File: config.mk
export PLATFORM = sky130hd
export DESIGN_NAME = pov_clock_display_controller_flat
export DESIGN_NICKNAME = d
export VERILOG_FILES = /design/src/rtl/pcd_pkg.sv /design/src/rtl/pcd_if.sv /design/src/rtl/pcd_div.sv /design/src/rtl/pov_clock_display_controller.sv /design/src/flat_wrapper.sv
export SDC_FILE = /design/constraint.sdc
export NUM_CORES = 1
export LEC_CHECK = 0
export BUFFER_PORTS_ARGS = -buffer_cell sky130_fd_sc_hd__buf_4
export CORE_ASPECT_RATIO = 1.4
export CORE_UTILIZATION = 30
export DETAILED_ROUTE_END_ITERATION = 8
export PLACE_DENSITY_LB_ADDON = 0.05
export SLEW_MARGIN = 20
export SYNTH_ARGS = -nofsm -noshare
export SYNTH_HDL_FRONTEND = slang
export SYNTH_HIERARCHICAL = 1
export SYNTH_SLANG_ARGS = --single-unit
File: constraint.sdc
create_clock -name i_clk -period 14.8 [get_ports i_clk]
set_clock_uncertainty 0.05 [all_clocks]
set_input_delay 2.96 -clock i_clk [delete_from_list [all_inputs] [get_ports i_clk]]
set_output_delay 2.96 -clock i_clk [all_outputs]
set_load 0.005 [all_outputs]
File: src/rtl/pcd_pkg.sv
// Shared types, constants and helper functions of the POV clock display controller.
// No dependencies; every other file imports this package.
`timescale 1ns / 1ps
`default_nettype none

package pcd_pkg;

    localparam int PCD_HISTORY_DEPTH = 5;

    localparam int CMD_W    = 2;
    localparam int BYTE_W   = 8;
    localparam int COUNT_W  = 16;
    localparam int PAT_W    = 16;
    localparam int TIME_W   = 7;
    localparam int TURN_DEG = 360;
    localparam int DVD_W    = COUNT_W + 9;
    localparam int ANGLE_W  = DVD_W + 1;
    localparam int DEG_W    = 11;

    localparam logic [CMD_W-1:0] CMD_TICK  = 2'd0;
    localparam logic [CMD_W-1:0] CMD_RX    = 2'd1;
    localparam logic [CMD_W-1:0] CMD_HALL  = 2'd2;
    localparam logic [CMD_W-1:0] CMD_QUERY = 2'd3;

    localparam logic KIND_LED = 1'b0;
    localparam logic KIND_TX  = 1'b1;

    localparam logic [BYTE_W-1:0] CH_H     = 8'h68;
    localparam logic [BYTE_W-1:0] CH_M     = 8'h6D;
    localparam logic [BYTE_W-1:0] CH_COLON = 8'h3A;
    localparam logic [BYTE_W-1:0] CH_ACK   = 8'h61;
    localparam logic [BYTE_W-1:0] CH_ZERO  = 8'h30;
    localparam logic [BYTE_W-1:0] CH_NINE  = 8'h39;

    localparam logic [COUNT_W-1:0] MIN_PERIOD_RST = 16'd500;
    localparam logic [TIME_W-1:0]  MINUTE_WRAP    = 7'd60;
    localparam logic [TIME_W-1:0]  HOUR_WRAP      = 7'd24;
    localparam logic [ANGLE_W-1:0] HAND_LO        = 26'd179;
    localparam logic [ANGLE_W-1:0] HAND_HI        = 26'd181;
    localparam logic [DEG_W-1:0]   HOUR_DEG       = 11'd15;
    localparam logic [DEG_W-1:0]   MIN_DEG        = 11'd6;
    localparam logic [PAT_W-1:0]   PAT_HOUR       = 16'h00FF;
    localparam logic [PAT_W-1:0]   PAT_MIN        = 16'hFFFF;
    localparam logic [PAT_W-1:0]   PAT_NONE       = 16'h0000;

    typedef struct packed {
        logic             done;
        logic [DVD_W-1:0] quo;
    } t_div_res;

    function automatic logic is_digit(input logic [BYTE_W-1:0] c);
        return (c >= CH_ZERO) && (c <= CH_NINE);
    endfunction

    function automatic logic [TIME_W-1:0] parse_two(input logic [BYTE_W-1:0] tens,
                                                    input logic [BYTE_W-1:0] units);
        logic [TIME_W-1:0] u;
        logic [TIME_W-1:0] t;
        u = {3'b000, units[3:0]};
        t = {3'b000, tens[3:0]};
        if (!is_digit(units)) begin
            return '0;
        end
        if (!is_digit(tens)) begin
            return u;
        end
        return u + {t[3:0], 3'b000} + {t[5:0], 1'b0};
    endfunction

    // {hundreds, tens, units}, four bits each; tens by reciprocal 205/2048
    function automatic logic [11:0] to_bcd3(input logic [TIME_W-1:0] v);
        logic              h;
        logic [TIME_W-1:0] r;
        logic [14:0]       p;
        logic [3:0]        t;
        logic [3:0]        u;
        h = (v >= 7'd100);
        r = h ? (v - 7'd100) : v;
        p = {8'b0, r} * 15'd205;
        t = p[14:11];
        u = 4'(r - {t[3:0], 3'b000} - {2'b00, t, 1'b0});
        return {3'b000, h, t, u};
    endfunction

endpackage

`default_nettype wire

File: src/rtl/pcd_if.sv
// Channel interfaces: input item, result item and configuration write.
// Depends on pcd_pkg for field widths.
`timescale 1ns / 1ps
`default_nettype none

interface pcd_in_if
    import pcd_pkg::*;
();
    logic               valid;
    logic               ready;
    logic [CMD_W-1:0]   cmd;
    logic [BYTE_W-1:0]  rx_byte;
    logic [COUNT_W-1:0] timer_count;

    modport source (output valid, cmd, rx_byte, timer_count, input ready);
    modport sink   (input valid, cmd, rx_byte, timer_count, output ready);
endinterface

interface pcd_out_if
    import pcd_pkg::*;
();
    logic              valid;
    logic              ready;
    logic              kind;
    logic [PAT_W-1:0]  led_pattern;
    logic [BYTE_W-1:0] tx_byte;
    logic              last;

    modport source (output valid, kind, led_pattern, tx_byte, last, input ready);
    modport sink   (input valid, kind, led_pattern, tx_byte, last, output ready);
endinterface

interface pcd_cfg_if
    import pcd_pkg::*;
();
    logic               valid;
    logic               ready;
    logic [COUNT_W-1:0] data;

    modport source (output valid, data, input ready);
    modport sink   (input valid, data, output ready);
endinterface

`default_nettype wire

File: src/rtl/pcd_div.sv
// Restoring divider, one quotient bit per cycle, for the angle computation.
// Depends on pcd_pkg for widths and the result struct.
`timescale 1ns / 1ps
`default_nettype none

module pcd_div
    import pcd_pkg::*;
(
    input  logic               i_clk,
    input  logic               i_rst_n,
    input  logic               i_start,
    input  logic [DVD_W-1:0]   i_dividend,
    input  logic [COUNT_W-1:0] i_divisor,
    output t_div_res           o_res
);

    localparam int CNT_W = $clog2(DVD_W);

    logic                 r_busy;
    logic                 r_done;
    logic [CNT_W-1:0]     r_cnt;
    logic [COUNT_W-1:0]   r_rem;
    logic [COUNT_W-1:0]   r_dvs;
    logic [DVD_W-1:0]     r_quo;

    logic [COUNT_W:0]     shifted;
    logic [COUNT_W+1:0]   diff;
    logic                 fits;
    logic [COUNT_W-1:0]   n_rem;

    always_comb begin
        shifted = {r_rem, r_quo[DVD_W-1]};
        diff    = {1'b0, shifted} - {2'b00, r_dvs};
        fits    = !diff[COUNT_W+1];
        n_rem   = fits ? diff[COUNT_W-1:0] : shifted[COUNT_W-1:0];
    end

    always_ff @(posedge i_clk) begin
        if (!i_rst_n) begin
            r_busy <= 1'b0;
            r_done <= 1'b0;
            r_cnt  <= '0;
        end else begin
            r_done <= 1'b0;
            if (i_start) begin
                r_busy <= 1'b1;
                r_cnt  <= CNT_W'(DVD_W - 1);
            end else if (r_busy) begin
                if (r_cnt == '0) begin
                    r_busy <= 1'b0;
                    r_done <= 1'b1;
                end else begin
                    r_cnt <= r_cnt - 1'b1;
                end
            end
        end
    end

    always_ff @(posedge i_clk) begin
        if (i_start) begin
            r_quo <= i_dividend;
            r_rem <= '0;
            r_dvs <= i_divisor;
        end else if (r_busy) begin
            r_quo <= {r_quo[DVD_W-2:0], fits};
            r_rem <= n_rem;
        end
    end

    assign o_res.done = r_done;
    assign o_res.quo  = r_quo;

endmodule

`default_nettype wire

File: src/rtl/pov_clock_display_controller.sv
// POV clock display controller: clock keeping, serial time text, LED angle query.
// Minute tick and hall pulse: no result. Serial byte: accepted, then one result per cycle
// while the output is ready (up to 6). Angle query: the 25-step divider runs, then the LED
// result is registered; a zero period skips the divider. Ready only when idle.
// Synchronous active-low reset clears clock, period, history and min_period to 500.
`timescale 1ns / 1ps
`default_nettype none

module pov_clock_display_controller
    import pcd_pkg::*;
#(
    parameter int HISTORY_DEPTH = PCD_HISTORY_DEPTH
)
(
    input  logic       i_clk,
    input  logic       i_rst_n,
    pcd_cfg_if.sink    i_cfg,
    pcd_in_if.sink     i_in,
    pcd_out_if.source  o_out
);

    localparam logic [1:0] S_IDLE = 2'd0;
    localparam logic [1:0] S_DIV  = 2'd1;
    localparam logic [1:0] S_LED  = 2'd2;
    localparam logic [1:0] S_TX   = 2'd3;

    localparam int MB_H_HUND = 0;
    localparam int MB_H_TENS = 1;
    localparam int MB_H_UNIT = 2;
    localparam int MB_COLON  = 3;
    localparam int MB_M_HUND = 4;
    localparam int MB_M_TENS = 5;
    localparam int MB_M_UNIT = 6;
    localparam int MB_ACK    = 7;

    logic [1:0]          r_state,      n_state;
    logic [COUNT_W-1:0]  r_min_period, n_min_period;
    logic [TIME_W-1:0]   r_hours,      n_hours;
    logic [TIME_W-1:0]   r_minutes,    n_minutes;
    logic [COUNT_W-1:0]  r_period,     n_period;
    logic [BYTE_W-1:0]   r_hist [HISTORY_DEPTH];
    logic [BYTE_W-1:0]   n_hist [HISTORY_DEPTH];
    logic [7:0]          r_mask,       n_mask;
    logic [11:0]         r_hdig,       n_hdig;
    logic [11:0]         r_mdig,       n_mdig;
    logic                r_zero,       n_zero;
    logic                r_out_valid,  n_out_valid;
    logic                r_out_kind,   n_out_kind;
    logic [PAT_W-1:0]    r_out_pat,    n_out_pat;
    logic [BYTE_W-1:0]   r_out_tx,     n_out_tx;
    logic                r_out_last,   n_out_last;

    logic                out_free;
    logic                div_start;
    t_div_res            div_res;
    logic [TIME_W-1:0]   tick_min;
    logic [TIME_W-1:0]   tick_hour;
    logic [7:0]          ser_mask;
    logic                ack;
    logic [2:0]          idx;
    logic [BYTE_W-1:0]   tx_char;
    logic [ANGLE_W-1:0]  ang_lo;
    logic [ANGLE_W-1:0]  ang_hi;
    logic [ANGLE_W-1:0]  h_deg;
    logic [ANGLE_W-1:0]  m_deg;
    logic [PAT_W-1:0]    led_pat;

    pcd_div u_pcd_div (
        .i_clk      (i_clk),
        .i_rst_n    (i_rst_n),
        .i_start    (div_start),
        .i_dividend ({9'b0, i_in.timer_count} * DVD_W'(TURN_DEG)),
        .i_divisor  (r_period),
        .o_res      (div_res)
    );

    assign out_free = !r_out_valid || o_out.ready;

    always_comb begin
        tick_min  = r_minutes + 1'b1;
        tick_hour = r_hours;
        if (tick_min >= MINUTE_WRAP) begin
            tick_min  = '0;
            tick_hour = r_hours + 1'b1;
        end
        if (tick_hour >= HOUR_WRAP) begin
            tick_hour = '0;
        end
    end

    always_comb begin
        ack      = (i_in.rx_byte != CH_M) && (r_hist[1] == CH_COLON);
        ser_mask = '0;
        if (i_in.rx_byte == CH_H) begin
            ser_mask[MB_H_HUND] = (r_hours >= 7'd100);
            ser_mask[MB_H_TENS] = (r_hours >= 7'd10);
            ser_mask[MB_H_UNIT] = 1'b1;
            ser_mask[MB_COLON]  = 1'b1;
            ser_mask[MB_M_HUND] = (r_minutes >= 7'd100);
            ser_mask[MB_M_TENS] = (r_minutes >= 7'd10);
            ser_mask[MB_M_UNIT] = 1'b1;
        end
        ser_mask[MB_ACK] = ack;
    end

    always_comb begin
        idx = '0;
        for (int i = 7; i >= 0; i--) begin
            if (r_mask[i]) begin
                idx = 3'(i);
            end
        end
        unique case (idx)
            3'd0:    tx_char = CH_ZERO | {4'h0, r_hdig[11:8]};
            3'd1:    tx_char = CH_ZERO | {4'h0, r_hdig[7:4]};
            3'd2:    tx_char = CH_ZERO | {4'h0, r_hdig[3:0]};
            3'd3:    tx_char = CH_COLON;
            3'd4:    tx_char = CH_ZERO | {4'h0, r_mdig[11:8]};
            3'd5:    tx_char = CH_ZERO | {4'h0, r_mdig[7:4]};
            3'd6:    tx_char = CH_ZERO | {4'h0, r_mdig[3:0]};
            3'd7:    tx_char = CH_ACK;
        endcase
    end

    always_comb begin
        ang_lo = {1'b0, div_res.quo} + HAND_LO;
        ang_hi = {1'b0, div_res.quo} + HAND_HI;
        h_deg  = ANGLE_W'({4'b0, r_hours} * HOUR_DEG);
        m_deg  = ANGLE_W'({4'b0, r_minutes} * MIN_DEG);
        priority if (r_zero) begin
            led_pat = PAT_NONE;
        end else if (h_deg >= ang_lo && h_deg <= ang_hi) begin
            led_pat = PAT_HOUR;
        end else if (m_deg >= ang_lo && m_deg <= ang_hi) begin
            led_pat = PAT_MIN;
        end else begin
            led_pat = PAT_NONE;
        end
    end

    always_comb begin
        n_state      = r_state;
        n_min_period = r_min_period;
        n_hours      = r_hours;
        n_minutes    = r_minutes;
        n_period     = r_period;
        n_hist       = r_hist;
        n_mask       = r_mask;
        n_hdig       = r_hdig;
        n_mdig       = r_mdig;
        n_zero       = r_zero;
        n_out_valid  = r_out_valid && !o_out.ready;
        n_out_kind   = r_out_kind;
        n_out_pat    = r_out_pat;
        n_out_tx     = r_out_tx;
        n_out_last   = r_out_last;
        div_start    = 1'b0;

        if (i_cfg.valid) begin
            n_min_period = i_cfg.data;
        end

        unique case (r_state)
            S_IDLE: begin
                if (i_in.valid) begin
                    unique case (i_in.cmd)
                        CMD_TICK: begin
                            n_minutes = tick_min;
                            n_hours   = tick_hour;
                        end
                        CMD_HALL: begin
                            if (i_in.timer_count > r_min_period) begin
                                n_period = i_in.timer_count;
                            end
                        end
                        CMD_QUERY: begin
                            n_zero    = (r_period == '0);
                            div_start = (r_period != '0);
                            n_state   = (r_period == '0) ? S_LED : S_DIV;
                        end
                        CMD_RX: begin
                            n_hist[0] = i_in.rx_byte;
                            for (int i = 1; i < HISTORY_DEPTH; i++) begin
                                n_hist[i] = r_hist[i-1];
                            end
                            n_mask = ser_mask;
                            n_hdig = to_bcd3(r_hours);
                            n_mdig = to_bcd3(r_minutes);
                            if (ack) begin
                                n_hours   = parse_two(r_hist[3], r_hist[2]);
                                n_minutes = parse_two(r_hist[0], i_in.rx_byte);
                            end
                            if (ser_mask != '0) begin
                                n_state = S_TX;
                            end
                        end
                    endcase
                end
            end
            S_DIV: begin
                if (div_res.done) begin
                    n_state = S_LED;
                end
            end
            S_LED: begin
                if (out_free) begin
                    n_out_valid = 1'b1;
                    n_out_kind  = KIND_LED;
                    n_out_pat   = led_pat;
                    n_out_tx    = '0;
                    n_out_last  = 1'b1;
                    n_state     = S_IDLE;
                end
            end
            S_TX: begin
                if (out_free) begin
                    n_out_valid = 1'b1;
                    n_out_kind  = KIND_TX;
                    n_out_pat   = PAT_NONE;
                    n_out_tx    = tx_char;
                    n_out_last  = ((r_mask & (r_mask - 1'b1)) == '0);
                    n_mask      = r_mask & (r_mask - 1'b1);
                    if ((r_mask & (r_mask - 1'b1)) == '0) begin
                        n_state = S_IDLE;
                    end
                end
            end
        endcase
    end

    always_ff @(posedge i_clk) begin
        if (!i_rst_n) begin
            r_state      <= S_IDLE;
            r_min_period <= MIN_PERIOD_RST;
            r_hours      <= '0;
            r_minutes    <= '0;
            r_period     <= '0;
            r_out_valid  <= 1'b0;
            for (int i = 0; i < HISTORY_DEPTH; i++) begin
                r_hist[i] <= '0;
            end
        end else begin
            r_state      <= n_state;
            r_min_period <= n_min_period;
            r_hours      <= n_hours;
            r_minutes    <= n_minutes;
            r_period     <= n_period;
            r_out_valid  <= n_out_valid;
            r_hist       <= n_hist;
        end
    end

    always_ff @(posedge i_clk) begin
        r_mask     <= n_mask;
        r_hdig     <= n_hdig;
        r_mdig     <= n_mdig;
        r_zero     <= n_zero;
        r_out_kind <= n_out_kind;
        r_out_pat  <= n_out_pat;
        r_out_tx   <= n_out_tx;
        r_out_last <= n_out_last;
    end

    assign i_cfg.ready       = 1'b1;
    assign i_in.ready        = (r_state == S_IDLE);
    assign o_out.valid       = r_out_valid;
    assign o_out.kind        = r_out_kind;
    assign o_out.led_pattern = r_out_pat;
    assign o_out.tx_byte     = r_out_tx;
    assign o_out.last        = r_out_last;

endmodule

`default_nettype wire

File: src/flat_wrapper.sv
// flat-port wrapper written by rule: the top's interface ports become plain ports
module pov_clock_display_controller_flat import pcd_pkg::*;
#(
    parameter int HISTORY_DEPTH = PCD_HISTORY_DEPTH
)
  (i_clk, i_rst_n, i_cfg_valid, i_cfg_data, i_cfg_ready, i_in_valid, i_in_cmd, i_in_rx_byte, i_in_timer_count, i_in_ready, o_out_valid, o_out_kind, o_out_led_pattern, o_out_tx_byte, o_out_last, o_out_ready);
  pcd_cfg_if i_cfg_i ();
  pcd_in_if i_in_i ();
  pcd_out_if o_out_i ();
  input  logic i_clk;
  input  logic i_rst_n;
  input wire logic [$bits(i_cfg_i.valid)-1:0] i_cfg_valid;
  input wire logic [$bits(i_cfg_i.data)-1:0] i_cfg_data;
  output wire logic [$bits(i_cfg_i.ready)-1:0] i_cfg_ready;
  input wire logic [$bits(i_in_i.valid)-1:0] i_in_valid;
  input wire logic [$bits(i_in_i.cmd)-1:0] i_in_cmd;
  input wire logic [$bits(i_in_i.rx_byte)-1:0] i_in_rx_byte;
  input wire logic [$bits(i_in_i.timer_count)-1:0] i_in_timer_count;
  output wire logic [$bits(i_in_i.ready)-1:0] i_in_ready;
  output wire logic [$bits(o_out_i.valid)-1:0] o_out_valid;
  output wire logic [$bits(o_out_i.kind)-1:0] o_out_kind;
  output wire logic [$bits(o_out_i.led_pattern)-1:0] o_out_led_pattern;
  output wire logic [$bits(o_out_i.tx_byte)-1:0] o_out_tx_byte;
  output wire logic [$bits(o_out_i.last)-1:0] o_out_last;
  input wire logic [$bits(o_out_i.ready)-1:0] o_out_ready;
  assign i_cfg_i.valid = i_cfg_valid;
  assign i_cfg_i.data = i_cfg_data;
  assign i_cfg_ready = i_cfg_i.ready;
  assign i_in_i.valid = i_in_valid;
  assign i_in_i.cmd = i_in_cmd;
  assign i_in_i.rx_byte = i_in_rx_byte;
  assign i_in_i.timer_count = i_in_timer_count;
  assign i_in_ready = i_in_i.ready;
  assign o_out_valid = o_out_i.valid;
  assign o_out_kind = o_out_i.kind;
  assign o_out_led_pattern = o_out_i.led_pattern;
  assign o_out_tx_byte = o_out_i.tx_byte;
  assign o_out_last = o_out_i.last;
  assign o_out_i.ready = o_out_ready;
  pov_clock_display_controller #(.HISTORY_DEPTH(HISTORY_DEPTH)) u_core (.i_clk(i_clk), .i_rst_n(i_rst_n), .i_cfg(i_cfg_i), .i_in(i_in_i), .o_out(o_out_i));
endmodule
# --- Yosys cells after proc, flatten, opt, wreduce, memory -nomap -nowiden ---
# Cells that the tools add are included.
word_totals:
  register_bits: 198
  latch_bits: 0
  ram_bits: 0
  rom_bits: 0
  inputBits: 47
  out_inout_bits: 29
  word_cells: 224
  n_memories: 0
classes:
  addsub: 17
  multipliers: 5
  n_div: 0
  order_cmp: 19
  eq_ne: 26
  n_shift: 0
  mux: 91
  bitwise_logic: 4
  reduce_logical: 36
op_table:
  columns: ["operator", "count"]
  rows:
  - ["$mux 7", 16]
  - ["$mux 16", 6]
  - ["$pmux 8 s8", 1]
  - ["$add 25x8->26 const B", 2]
  - ["$mux 25", 2]
  - ["$mux 8", 5]
  - ["$mux 1", 34]
  - ["$ge 8x6->1 const B", 4]
  - ["$le 8x6->1 const B", 4]
  - ["$pmux 16 s2", 1]
  - ["$pmux 8 s2", 2]
  - ["$mul 7x8->15 const B", 2]
  - ["$pmux 7 s2", 2]
  - ["$ge 10x26->1", 1]
  - ["$ge 11x26->1", 1]
  - ["$le 10x26->1", 1]
  - ["$le 11x26->1", 1]
  - ["$mux 3", 8]
  - ["$mul 16x6->22 const B", 1]
  - ["$sub 17x16->18", 1]
  - ["$gt 16x16->1", 1]
  - ["$logic_not 16->1", 1]
  - ["$reduce_bool 16->1", 1]
  - ["$sub 4x4->4", 4]
  - ["other kinds (46)", 96]

# --- Depth between registers and ports, before layout ---
depth:
  depth_word: 16
  ltp_mapped: 26
  ltp_nobuf: 26

# --- Modules after synthesis ---
# The synthesis kept the hierarchy.
modules_own_cells:
  columns: ["module", "n_inst", "cells_each", "area_per_inst_um2", "seq_area_each_um2"]
  rows:
  - ["pov_clock_display_controller", 1, 1513, 13000.0, 2762.6]
  - ["pcd_div", 1, 294, 3329.4, 1691.6]

# --- Least setup slack after synthesis ---
# OpenSTA, ideal clock, no wires.
synth_path:
  path_kind: "input to register"
  from: "in i_in_timer_count[2]"
  to: "reg u_core.u_pcd_div.r_quo[21] (data pin)"
  setup_time_ns: 0.260
  arrival_ns: 6.445
  t_required_ns: 14.490
  setup_slack_ns: 8.045
  stages: 17
  path_buffers: 0
  cell_sequence: "ha_1 ha_1 inv_1 fa_1 inv_1 ha_1 inv_1 fa_1 nor2b_1 o21a_1 o21ai_0 a2111oi_0 nor3_1 o41ai_1 a21oi_1 xnor2_1 mux2_2"
synth_via:
  elab_chain_cells: 2
synth_lines:
  columns: ["element", "line_no", "rtl"]
  rows:
  - ["from (decl)", "flat_wrapper.sv:18", "input wire logic [$bits(i_in_i.timer_count)-1:0] i_in_timer_count;"]
  - ["$mul 16x6->22", "pov_clock_display_controller.sv:72", ".i_dividend ({9'b0, i_in.timer_count} * DVD_W'(TURN_DEG)),"]
  - ["$mux 25", "pcd_div.sv:60", "if (i_start) begin"]
  - ["to (signal assigned)", "pcd_div.sv:61", "r_quo <= i_dividend;"]
  - ["to (signal assigned)", "pcd_div.sv:65", "r_quo <= {r_quo[DVD_W-2:0], fits};"]
  - ["to (decl)", "pcd_div.sv:24", "logic [DVD_W-1:0] r_quo;"]
# No other way between the ends.
# A chain may end at the register's enable or synchronous reset.

# --- Final worst setup path ---
# Ends and elaborated chain as after synthesis.

==> impl_results.md <==
* Status: finished, final reports clean
* CP startpoint: i_in_timer_count[2]
* Comb pwr share at 0.393
* Drt wl/cell at 17.9 um
* CTS tree: built
* Critical setup path kind: in2reg
* IO Pins at 76
* Synth Area per Inst at 9.04 um2
* Die area at 0.0554 mm2
* PD cells at 104 mW/mm2
* DRC viols at 0
* Commonest non-fill, non-tap cells in the layout: ha_1, inv_1, nand2_1
* R2r startpoint: u_core/r_hours[4]
* Dpl ws at 7230 ps
* CP endpoint: u_core/u_pcd_div/r_quo[21]
* Layout area overhead at 10.9%
* Hpwl dp at 37.2 mm
* IO Port Bufs at 73
* Largest net degree at the start of global routing at 64
* Cell accounting for the most synthesized area: ha_1
* Routed Wire Length at 45.8 mm
* Die extent in x at 199 um
* Hold violation total from the final report at 0
* Static leakage at 8.21 nW
* CTS H-Tree Depth at 4
* Clk slew on worst S/H paths at 80 ps
* Sink Count at 183
* Cts hold-fix bufs at 0
* Starting DRC count in detailed routing at 489
* Row cnt at 100
* TritonRoute pass-1 iters at 5
* Layout cells sized above 1 at 0.0896
* Clock root buffer: clkbuf_16
* Crit path DAT at 7300 ps
* Final net count at 2188
* CP max-delay cell: a2111oi_0
* Via count at 12600
* Max Freq at 140 MHz
* Period Utilization, post-route at 0.481
* Most common cell after layout, fill and taps aside: ha_1
* Vias in the first global route at 13200
* Final Max Slew Viols at 0
* Clock buffer depth at 2
* Psw at 0.725 mW
* Drt via density at 4.90
* Critical Path Start Type: input port
* Synthesized area at 0.0163 mm2
* Setup violators final at 0
* Clock Latency Late Sink at 470 ps
* Tot GR Track Use at 0.173
* Unique cell type count in the Yosys netlist at 89
* Core ar. at 0.0534 mm2
* Primary FF master, synth: dfxtp_1
* Num CTS Buffers at 17
* Worst min path class: reg2reg
* Grt ovf at 0
* Final WS setup at 7680 ps
* Flop and latch count out of synthesis at 183
* Setup bufs post-CTS at 0
* Post-Synthesis Cells at 1807
* Total power at 1.88 mW
* Least-Margin Pin Slew at 1040 ps
* Crit path time final at 7120 ps
* R2R setup slack at 7940 ps
* Top post-synthesis cells by area: ha_1, edfxtp_1, dfxtp_1
* Slew headroom at 0.307
* Clk pwr share at 0.258
* Crit-path cells: buf_4, ha_1, ha_1, inv_1, fa_1, inv_1, ha_1, inv_1, fa_1, nor2b_1, o21a_1, o21ai_0, a2111oi_0, nor3_1, o41ai_1, a21oi_1, xnor2_1, mux2_2
* Slowest Stage Delay on Critical Path at 820 ps
* Max-capacitance violation count at 0
* Worst reg-to-reg path cell count at 25
* RSZ-0062 raised after global routing: false
* Routed Antenna Nets at 0
* Crit-path max FO at 4
* Async SR Flop Fraction at 0
* EDFF count, synth at 79
* Initial antenna violation count at 2
* Post-CTS Resized at 0
* Global-route wire length before repair at 73.2 mm
* Final non-filler cell total at 2567
* GP Congestion at 0.864
* Sequential fraction of the synthesis area at 0.273
* Placed Instances at 2534
* Sw frac at 0.385
* Setup TNS at 0 ps
* Initial Util at 0.306
* Yosys top cell area share at 0.186
* Internal Power at 1.15 mW
* Die H at 278 um
* RR Endpoint: u_core/r_hdig[3]
* Worst EP required at 14980 ps
* Sequential Power Share at 0.350
* Synth warn at 6
* Maximum vdd drop at 84.8 uV
* Critical Path Sink Type: flop
## through the flow
step                cell area (um2)  utilization  hold slack [ps]
finish                        18100        0.339              410
floorplan                     16300            -              373
detailed placement            17500        0.327              392
global placement              17500        0.327              393
global route                  18100        0.339              428
CTS                           18100        0.339              413
## routing by layer
layer | wire, um | vias to the layer above | GRT usage
li1 | - | 6373 | -
met1 | 17900 | 5961 | 0.182
met2 | 24900 | 178 | 0.330
met3 | 1170 | 65 | 0.0261
met4 | 1840 | 4 | 0.0775
met5 | 26 | - | 0
## synthesized netlist by cell type (8+ instances only)
master / n
nand2b_1: 16
fa_1: 59
or3_1: 10
and2_1: 9
nor4_1: 16
buf_4: 21
o21ai_0: 64
nor2_1: 90
xor2_1: 32
nor2b_1: 25
nor3_1: 33
clkbuf_1: 36
mux2i_1: 43
ha_1: 243
nand2_1: 197
inv_1: 201
a31oi_1: 18
o21a_1: 19
o22ai_1: 8
dfxtp_1: 104
a21boi_0: 9
nand4_1: 23
xnor2_1: 75
nand3_1: 42
a21oi_1: 100
a211oi_1: 21
o211ai_1: 15
buf_2: 11
edfxtp_1: 79
a311oi_1: 8
a21o_1: 26
mux2_2: 26
## kinds of logic after synthesis
kind of cell | after synthesis | share of synthesized area
multiplexers | 69 | 0.0443
AO/OA/AOI/OAI | 370 | 0.152
AND/OR/NAND/NOR | 494 | 0.143
other | 2 | 0.000460
XOR/XNOR | 107 | 0.0574
flip-flops | 183 | 0.273
adder cells (fa/ha/maj) | 303 | 0.259
buffers and inverters | 279 | 0.0707
## state kept, by name, summed over array words and instances, names as in the netlist, 9 cells and up
register and count:
u_core/r_mdig 9, u_core/r_min_period 16, u_core/r_period 16, u_core/u_pcd_div/r_quo 25
u_core/u_pcd_div/r_rem 16, u_core/r_hist 32, u_core/r_hdig 9, u_core/u_pcd_div/r_dvs 16
## final cells by class
class                      count  area [um2]
fill                        5665       35300
antenna                        1        2.50
tap                          714         893
clock buffer                  18         429
inverter                     203         762
timing repair buffer          86         646
sequential                   183        4450
clock inverter                14         179
multi-input combinational   1348       10700
## power by group through the flow
stage	Clock (mW)	Combinational [mW]	Sequential, mW
floorplan	0	0.583	0.637
global placement	0	0.746	0.669
detailed placement	0	0.747	0.670
CTS	0.502	0.752	0.658
global route	0.524	0.841	0.668
finish	0.484	0.738	0.657
## how the worst min path moves through the flow
stage	slack [ps]	to	cells past startpoint	from
floorplan	370	u_core/u_pcd_div/r_done	1	u_core/u_pcd_div/r_cnt[4]
global placement	390	u_core/r_hist[13]	2	u_core/r_hist[13]
detailed placement	390	u_core/u_pcd_div/r_dvs[7]	0	u_core/r_period[7]
CTS	410	u_core/u_pcd_div/r_dvs[7]	0	u_core/r_period[7]
global route	430	u_core/u_pcd_div/r_dvs[9]	0	u_core/r_period[9]
finish	410	u_core/r_hist[14]	2	u_core/r_hist[14]
## critical path: cells and delay by family
family | cells | cell delay [ps]
AOI/OAI and AO/OA | 5 | 1670
xor gates and xnor gates | 1 | 150
adders and majority gates | 5 | 1610
buffers and inverters | 4 | 300
muxes | 1 | 260
and+or+nand+nor | 2 | 360
Note: power is estimated with default switching activity, not from simulation.
